File: src/hdl/lfsa_pkg.sv
// Shared constants, codes and types for the lowest free slot allocator.
package lfsa_pkg;

   localparam int SLOT_COUNT = 256;
   localparam int SLOT_W     = $clog2(SLOT_COUNT);
   localparam int PTR_W      = SLOT_W + 1;
   localparam int WORD_BITS  = 32;
   localparam int BIT_W      = $clog2(WORD_BITS);
   localparam int WORD_COUNT = SLOT_COUNT / WORD_BITS;
   localparam int WORD_AW    = $clog2(WORD_COUNT);
   localparam int SIZE_W     = 13;
   localparam int OFFSET_W   = 20;
   localparam int PROD_W     = SLOT_W + SIZE_W;

   localparam logic [1:0] FUNC_ALLOC  = 2'd0;
   localparam logic [1:0] FUNC_FREE   = 2'd1;
   localparam logic [1:0] FUNC_LOCATE = 2'd2;

   localparam logic [1:0] STATUS_OK    = 2'd0;
   localparam logic [1:0] STATUS_FULL  = 2'd1;
   localparam logic [1:0] STATUS_RANGE = 2'd2;

   typedef struct packed {
      logic                 rd_en;
      logic [WORD_AW-1:0]   rd_addr;
      logic                 wr_en;
      logic [WORD_AW-1:0]   wr_addr;
      logic [WORD_BITS-1:0] wr_data;
   } bitmap_req_type;

   typedef struct packed {
      logic             found;
      logic [BIT_W-1:0] pos;
   } zero_search_type;

endpackage

File: src/hdl/lowest_free_slot_allocator.sv
// Top level: slot allocator sequencer with lowest-free pointer and word-wise bitmap scan.
//
//  channel | direction | handshake                 | payload
//  req     | in        | req_valid / req_stall     | req_func, req_slot_index
//  rsp     | out       | rsp_valid / rsp_stall     | rsp_status, rsp_granted_index,
//          |           |                           | rsp_byte_offset
//  csr     | in        | csr_wr_en                 | csr_wr_data (element size)
//
//  Locate, free-out-of-range, full and unused kinds pass from idle to the hold state;
//  free adds a bitmap read state, and allocate adds the read state and a scan step
//  for each further 32-slot bitmap word that it has to search.
//  Reset clears the bitmap through per-word valid bits; no clearing pass.
//  A new beat is taken while a finished result waits in the output register.
module lowest_free_slot_allocator
   import lfsa_pkg::*;
(
   input  logic                clock,
   input  logic                reset,
   input  logic                req_valid,
   output logic                req_stall,
   input  logic [1:0]          req_func,
   input  logic [SLOT_W-1:0]   req_slot_index,
   output logic                rsp_valid,
   input  logic                rsp_stall,
   output logic [1:0]          rsp_status,
   output logic [SLOT_W-1:0]   rsp_granted_index,
   output logic [OFFSET_W-1:0] rsp_byte_offset,
   input  logic                csr_wr_en,
   input  logic [SIZE_W-1:0]   csr_wr_data
);

   localparam logic [1:0] ST_IDLE = 2'd0;
   localparam logic [1:0] ST_READ = 2'd1;
   localparam logic [1:0] ST_SCAN = 2'd2;
   localparam logic [1:0] ST_HOLD = 2'd3;

   localparam logic [WORD_AW-1:0] LAST_WORD = WORD_AW'(WORD_COUNT - 1);
   localparam logic [PTR_W-1:0]   PTR_FULL  = PTR_W'(SLOT_COUNT);

   function automatic zero_search_type find_first_zero(input logic [WORD_BITS-1:0] word);
      zero_search_type res;
      res = '0;
      for (int i = WORD_BITS - 1; i >= 0; i--) begin
         if (!word[i]) begin
            res.found = 1'b1;
            res.pos   = BIT_W'(i);
         end
      end
      return res;
   endfunction

   logic [1:0]          state_ff, state_in;
   logic [PTR_W-1:0]    ptr_ff, ptr_in;
   logic [1:0]          func_ff, func_in;
   logic [SLOT_W-1:0]   idx_ff, idx_in;
   logic [WORD_AW-1:0]  scan_addr_ff, scan_addr_in;
   logic [SIZE_W-1:0]   element_size_ff;
   logic [1:0]          res_status_ff, res_status_in;
   logic [SLOT_W-1:0]   res_index_ff, res_index_in;
   logic [OFFSET_W-1:0] res_offset_ff, res_offset_in;
   logic                rsp_valid_ff, rsp_valid_in;
   logic [1:0]          rsp_status_ff, rsp_status_in;
   logic [SLOT_W-1:0]   rsp_index_ff, rsp_index_in;
   logic [OFFSET_W-1:0] rsp_offset_ff, rsp_offset_in;

   bitmap_req_type       bm_req;
   logic [WORD_BITS-1:0] rd_data;

   logic [WORD_AW-1:0]   ptr_word;
   logic [BIT_W-1:0]     ptr_bit;
   logic [WORD_BITS-1:0] alloc_word;
   logic [WORD_BITS-1:0] le_mask;
   zero_search_type      alloc_search;
   zero_search_type      scan_search;
   logic [PROD_W-1:0]    product;
   logic                 req_in_range;

   lfsa_bitmap u_bitmap (
      .clock   (clock),
      .reset   (reset),
      .bm_req  (bm_req),
      .rd_data (rd_data)
   );

   assign ptr_word     = ptr_ff[SLOT_W-1:BIT_W];
   assign ptr_bit      = ptr_ff[BIT_W-1:0];
   assign alloc_word   = rd_data | (WORD_BITS'(1) << ptr_bit);
   assign le_mask      = {WORD_BITS{1'b1}} >> (BIT_W'(WORD_BITS - 1) - ptr_bit);
   assign alloc_search = find_first_zero(alloc_word | le_mask);
   assign scan_search  = find_first_zero(rd_data);
   assign product      = PROD_W'(req_slot_index) * PROD_W'(element_size_ff);
   assign req_in_range = {1'b0, req_slot_index} < PTR_FULL;

   always_comb begin
      state_in      = state_ff;
      ptr_in        = ptr_ff;
      func_in       = func_ff;
      idx_in        = idx_ff;
      scan_addr_in  = scan_addr_ff;
      res_status_in = res_status_ff;
      res_index_in  = res_index_ff;
      res_offset_in = res_offset_ff;
      rsp_valid_in  = rsp_valid_ff && rsp_stall;
      rsp_status_in = rsp_status_ff;
      rsp_index_in  = rsp_index_ff;
      rsp_offset_in = rsp_offset_ff;
      bm_req        = '0;

      case (state_ff)
         ST_IDLE: begin
            if (req_valid) begin
               func_in       = req_func;
               idx_in        = req_slot_index;
               res_status_in = STATUS_OK;
               res_index_in  = '0;
               res_offset_in = '0;
               state_in      = ST_HOLD;
               case (req_func)
                  FUNC_ALLOC: begin
                     if (ptr_ff >= PTR_FULL) begin
                        res_status_in = STATUS_FULL;
                     end else begin
                        res_index_in   = ptr_ff[SLOT_W-1:0];
                        bm_req.rd_en   = 1'b1;
                        bm_req.rd_addr = ptr_word;
                        state_in       = ST_READ;
                     end
                  end
                  FUNC_FREE: begin
                     if (!req_in_range) begin
                        res_status_in = STATUS_RANGE;
                     end else begin
                        bm_req.rd_en   = 1'b1;
                        bm_req.rd_addr = req_slot_index[SLOT_W-1:BIT_W];
                        state_in       = ST_READ;
                     end
                  end
                  FUNC_LOCATE: begin
                     if (!req_in_range) begin
                        res_status_in = STATUS_RANGE;
                     end else begin
                        res_offset_in = product[OFFSET_W-1:0];
                     end
                  end
                  default: begin
                     res_status_in = STATUS_OK;
                  end
               endcase
            end
         end
         ST_READ: begin
            state_in = ST_HOLD;
            if (func_ff == FUNC_ALLOC) begin
               bm_req.wr_en   = 1'b1;
               bm_req.wr_addr = ptr_word;
               bm_req.wr_data = alloc_word;
               if (alloc_search.found) begin
                  ptr_in = {1'b0, ptr_word, alloc_search.pos};
               end else if (ptr_word == LAST_WORD) begin
                  ptr_in = PTR_FULL;
               end else begin
                  bm_req.rd_en   = 1'b1;
                  bm_req.rd_addr = ptr_word + WORD_AW'(1);
                  scan_addr_in   = ptr_word + WORD_AW'(1);
                  state_in       = ST_SCAN;
               end
            end else begin
               // drop the flag of a used slot, pull the pointer down
               if (rd_data[idx_ff[BIT_W-1:0]]) begin
                  bm_req.wr_en   = 1'b1;
                  bm_req.wr_addr = idx_ff[SLOT_W-1:BIT_W];
                  bm_req.wr_data = rd_data & ~(WORD_BITS'(1) << idx_ff[BIT_W-1:0]);
                  if ({1'b0, idx_ff} < ptr_ff) begin
                     ptr_in = {1'b0, idx_ff};
                  end
               end
            end
         end
         ST_SCAN: begin
            if (scan_search.found) begin
               ptr_in   = {1'b0, scan_addr_ff, scan_search.pos};
               state_in = ST_HOLD;
            end else if (scan_addr_ff == LAST_WORD) begin
               ptr_in   = PTR_FULL;
               state_in = ST_HOLD;
            end else begin
               bm_req.rd_en   = 1'b1;
               bm_req.rd_addr = scan_addr_ff + WORD_AW'(1);
               scan_addr_in   = scan_addr_ff + WORD_AW'(1);
            end
         end
         ST_HOLD: begin
            if (!rsp_valid_ff || !rsp_stall) begin
               rsp_valid_in  = 1'b1;
               rsp_status_in = res_status_ff;
               rsp_index_in  = res_index_ff;
               rsp_offset_in = res_offset_ff;
               state_in      = ST_IDLE;
            end
         end
         default: begin
            state_in = ST_IDLE;
         end
      endcase
   end

   always_ff @(posedge clock) begin
      if (reset) begin
         state_ff        <= ST_IDLE;
         ptr_ff          <= PTR_W'(1);
         element_size_ff <= SIZE_W'(1);
         rsp_valid_ff    <= 1'b0;
      end else begin
         state_ff     <= state_in;
         ptr_ff       <= ptr_in;
         rsp_valid_ff <= rsp_valid_in;
         if (csr_wr_en) begin
            element_size_ff <= csr_wr_data;
         end
      end
   end

   always_ff @(posedge clock) begin
      func_ff       <= func_in;
      idx_ff        <= idx_in;
      scan_addr_ff  <= scan_addr_in;
      res_status_ff <= res_status_in;
      res_index_ff  <= res_index_in;
      res_offset_ff <= res_offset_in;
      rsp_status_ff <= rsp_status_in;
      rsp_index_ff  <= rsp_index_in;
      rsp_offset_ff <= rsp_offset_in;
   end

   assign req_stall         = (state_ff != ST_IDLE);
   assign rsp_valid         = rsp_valid_ff;
   assign rsp_status        = rsp_status_ff;
   assign rsp_granted_index = rsp_index_ff;
   assign rsp_byte_offset   = rsp_offset_ff;

   a_ptr_nonzero: assert property (@(posedge clock) disable iff (reset)
      ptr_ff != '0)
      else $error("free pointer reached the reserved slot");

   a_ptr_bound: assert property (@(posedge clock) disable iff (reset)
      ptr_ff <= PTR_FULL)
      else $error("free pointer beyond capacity");

   a_grant_or_offset: assert property (@(posedge clock) disable iff (reset)
      rsp_valid_ff |-> (rsp_index_ff == '0 || rsp_offset_ff == '0))
      else $error("result carries both a grant and an offset");

   a_full_no_grant: assert property (@(posedge clock) disable iff (reset)
      (rsp_valid_ff && rsp_status_ff != STATUS_OK) |-> (rsp_index_ff == '0))
      else $error("failed request carries a granted index");

endmodule

File: src/hdl/lfsa_bitmap.sv
// Used-flag bitmap: word memory with per-word valid bits and registered read data.
module lfsa_bitmap
   import lfsa_pkg::*;
(
   input  logic                 clock,
   input  logic                 reset,
   input  bitmap_req_type       bm_req,
   output logic [WORD_BITS-1:0] rd_data
);

   logic [WORD_BITS-1:0]  word_mem [WORD_COUNT];
   logic [WORD_COUNT-1:0] valid_ff;
   logic [WORD_BITS-1:0]  rd_word_ff;
   logic                  rd_valid_ff;

   always_ff @(posedge clock) begin
      if (bm_req.wr_en) begin
         word_mem[bm_req.wr_addr] <= bm_req.wr_data;
      end
      if (bm_req.rd_en) begin
         rd_word_ff <= word_mem[bm_req.rd_addr];
      end
   end

   always_ff @(posedge clock) begin
      if (reset) begin
         valid_ff    <= '0;
         rd_valid_ff <= 1'b0;
      end else begin
         if (bm_req.wr_en) begin
            valid_ff[bm_req.wr_addr] <= 1'b1;
         end
         if (bm_req.rd_en) begin
            rd_valid_ff <= valid_ff[bm_req.rd_addr];
         end
      end
   end

   // unwritten words read as all free
   assign rd_data = rd_valid_ff ? rd_word_ff : '0;

   a_no_same_word_rw: assert property (@(posedge clock) disable iff (reset)
      (bm_req.wr_en && bm_req.rd_en) |-> (bm_req.wr_addr != bm_req.rd_addr))
      else $error("bitmap read and write hit the same word");

endmodule
File: config.mk
export PLATFORM = sky130hd
export DESIGN_NAME = lowest_free_slot_allocator
export DESIGN_NICKNAME = d
export VERILOG_FILES = /design/src/hdl/lfsa_pkg.sv /design/src/hdl/lowest_free_slot_allocator.sv /design/src/hdl/lfsa_bitmap.sv
export SDC_FILE = /design/constraint.sdc
export NUM_CORES = 1
export LEC_CHECK = 0
export BUFFER_PORTS_ARGS = -buffer_cell sky130_fd_sc_hd__clkbuf_2
export CAP_MARGIN = 15
export CORE_MARGIN = 2
export CORE_UTILIZATION = 60
export CTS_BUF_LIST = sky130_fd_sc_hd__clkbuf_2
export DETAILED_ROUTE_END_ITERATION = 10
export GPL_TIMING_DRIVEN = 0
export PLACE_DENSITY = 0.77
export SLEW_MARGIN = 20
export SYNTH_ARGS = -nofsm -noshare
export SYNTH_HDL_FRONTEND = slang
export SYNTH_SLANG_ARGS = --single-unit
File: constraint.sdc
create_clock -name clock -period 9.1 [get_ports clock]
set_clock_uncertainty 0.2 [all_clocks]
set_input_delay 0.455 -clock clock [delete_from_list [all_inputs] [get_ports clock]]
set_output_delay 0.455 -clock clock [all_outputs]
set_load 0.03 [all_outputs]
==> flow_summary.json <==
{
  "outcome": "complete, no violations",
  "clk_pin_slew_ps": 120,
  "layout_commonest_cell": "edfxtp_1",
  "synth_xor_area_share_pct": 0.498,
  "fmax_mhz": 171,
  "hold_slack_ps": 72.1,
  "vias": 16400,
  "required_ps": 9680,
  "p_leak_uw": 0.00859,
  "nets": 2133,
  "ys_seq_area_share_pct": 54.3,
  "cts_tree": "yes",
  "finish.utilization_pct": 69.2,
  "ys_ff_latch": 393,
  "cts_made_buffers": 94,
  "syn_inst": 1743,
  "syn-num-nets": 1891,
  "overflow": 0,
  "clkSinkCount": 393,
  "ys.flop_type": "edfxtp_1",
  "floorplan.initialDensity_pct": 61.0,
  "drv_slew": 0,
  "dr.pass1.iters": 6,
  "clk_latency_ps": 1080,
  "min_period_ps": 5860,
  "die_w_um": 192,
  "tightest_slew_ps": 1190,
  "place_congestion": 1.00,
  "core_area_um2": 34600,
  "area_growth_pct": 13.5,
  "root_buffer": "clkbuf_2",
  "synthAdderAreaFrac_pct": 9.43,
  "slew_headroom_pct": 20.7,
  "die_area_um2": 36700,
  "yosys.area.top_type": "edfxtp_1",
  "ant_nets": 0,
  "end_kind": "flop",
  "place_ws_ps": 2970,
  "crit_arrival_ps": 6440,
  "row_count": 68,
  "fin_setup_tns_ps": 0,
  "min_path_type": "input pin to flop",
  "via_per_inst": 6.51,
  "yosysUniqueCellTypes": 85,
  "cap_violations": 0,
  "synth_top_family_by_area": "compound AO/OA/AOI/OAI gates",
  "async_flop_share_pct": 0,
  "final_cell_mix": "edfxtp_1 (359), clkbuf_2 (195), nand2_1 (154)",
  "hold_viol_final": 0,
  "synth.area.top_cells": "edfxtp_1 (51%), fa_1 (6.2%), ha_1 (3.3%), dfxtp_1 (3.2%), nand2_1 (2.7%)",
  "cts_buffer_depth": 3,
  "grt_pass1_vias": 16300,
  "vdd_drop_max_mv": 0.152,
  "synth.top_cell.area_share_pct": 51.1,
  "synth_warnings": 0,
  "cts_setup_buffers": 0,
  "yosys.area_share.simple_pct": 12.9,
  "rsz0062_at_grt": "false",
  "grt_max_degree": 34,
  "p_per_area_nw_per_um2": 210,
  "hold_buffers": 67,
  "die_h_um": 192,
  "dp_hpwl_um": 46800,
  "critical_path_class": "flop to flop",
  "grt_use_total_pct": 36.9,
  "grt_pass1_wl_um": 98800,
  "ios": 60,
  "cts_resized": 0,
  "finalCritPeriodShare_pct": 64.4,
  "synth_edf_count": 359,
  "drt_wl_total_um": 66400,
  "cp-start-kind": "flop",
  "synth_compound_area_share_pct": 13.5,
  "h-tree-depth": 3,
  "wl_per_cell_um": 26.4,
  "syn_avg_cell_area_um2": 12.1,
  "drc_errors": 0,
  "antenna_found_initial": 1,
  "setup_slack_ps": 3240,
  "syn-cell-area_um2": 21100,
  "synth.area.mux_share_pct": 5.19,
  "setup_viol": 0,
  "crit_path_max_fanout": 9,
  "portBuffers": 56,
  "first_iter_violations": 1967,
  "drive_above_1_share_pct": 17.3
}
## layer usage
layer	share of wire (%)	vias up	global-route usage, %
met3	11	149	8.59
li1	-	7093	-
met5	0	-	0
met4	3.0	0	13.6
met2	45	1085	56.6
met1	40	8025	51.6
## worst max-delay path: stages, from the launching register on
cell and delay [ps]:
dfxtp_1 340, clkbuf_1 460, and2_1 240, fa_1 440, inv_1 120, fa_1 410
fa_1 470, fa_1 510, inv_1 50, ha_1 320, or2_2 310, a21oi_1 220
a211oi_1 100, a2111oi_0 660, nor3_1 170, o31ai_1 330, nand3_1 100, nor3b_1 140
## layout make-up
class	instances	area [um^2]
clock inverters	28	154
flip-flops and latches	393	11500
multi-input cells	1145	8870
repair buffers	146	1330
diodes	2	5.00
clock buffers	136	681
fillers	2432	10700
plain buffers	109	527
inverters	96	360
well taps	455	569
## cell usage after synthesis (5+ instances only)
| cell type | n |
|---|---|
| edfxtp_1 | 359 |
| nand2_1 | 154 |
| inv_1 | 93 |
| nor2_1 | 93 |
| nand2b_1 | 78 |
| and2_1 | 71 |
| fa_1 | 65 |
| o311ai_0 | 65 |
| clkbuf_1 | 63 |
| a21oi_1 | 57 |
| ha_1 | 55 |
| a31oi_1 | 52 |
| nand3_1 | 43 |
| o21ai_0 | 37 |
| o22ai_1 | 35 |
| dfxtp_1 | 34 |
| mux2_4 | 30 |
| nor3_1 | 27 |
| mux2_2 | 24 |
| a211oi_1 | 22 |
| a221oi_1 | 20 |
| buf_2 | 16 |
| mux2i_1 | 16 |
| and3_1 | 13 |
| buf_1 | 13 |
| a22oi_1 | 11 |
| mux2_1 | 11 |
| buf_6 | 9 |
| o211ai_1 | 9 |
| o21a_1 | 9 |
| a32oi_1 | 8 |
| buf_4 | 8 |
| o2111ai_1 | 8 |
| xnor2_1 | 8 |
| nor2b_1 | 7 |
| nor3b_1 | 7 |
| nand4_1 | 6 |
| nor4_1 | 6 |
| o31ai_1 | 6 |
| a21boi_0 | 5 |
## stage by stage
stage / power (uW) / cell area, um^2 / std cells
final: 5030 / 24000 / 2510
after global routing: 5240 / 24000 / 2509
after CTS: 4960 / 23900 / 2502
after detailed placement: 3810 / 22400 / 2271
after global placement: 3740 / 22000 / 2254
after floorplan: 3250 / 21100 / 1743
## registers in the layout, indices dropped and copies added, names as in the netlist, 2 cells and up
signal and count:
element_size_ff 13, func_ff 2, idx_ff 8, ptr_ff 9
res_index_ff 8, res_offset_ff 20, rsp_byte_offset 20, rsp_granted_index 8
scan_addr_ff 3, state_ff 2, u_bitmap.rd_word_ff 32, u_bitmap.valid_ff 8
u_bitmap.word_mem 256
## power by group
group	switching (uW)	leakage, uW	total (uW)	internal, uW
clock	725	0.000638	1160	432
sequential	125	0.00346	2300	2180
combinational	1060	0.00449	1570	503
## path summary, 6_finish.rpt
kind / start / endpoint / slack, ps / cells after the start
worst min register to register: res_offset_ff[3]$_SDFFCE_PP0P_ / rsp_byte_offset[3]$_DFFE_PP_ / 220 / 0
worst min-delay path: req_slot_index[3] / idx_ff[3]$_DFFE_PP_ / 70 / 2
worst max register to register: element_size_ff[4]$_SDFFE_PP0P_ / res_offset_ff[19]$_SDFFCE_PP0P_ / 3240 / 17
worst max-delay path: element_size_ff[4]$_SDFFE_PP0P_ / res_offset_ff[19]$_SDFFCE_PP0P_ / 3240 / 17
## kinds of logic after synthesis
logic type | after synthesis
xor+xnor | 12
flops | 393
compound gates | 394
mux | 85
other cells | 1
fa+ha+maj | 120
simple gates | 533
buf+inv | 205
(Power assumes the default switching activity.)
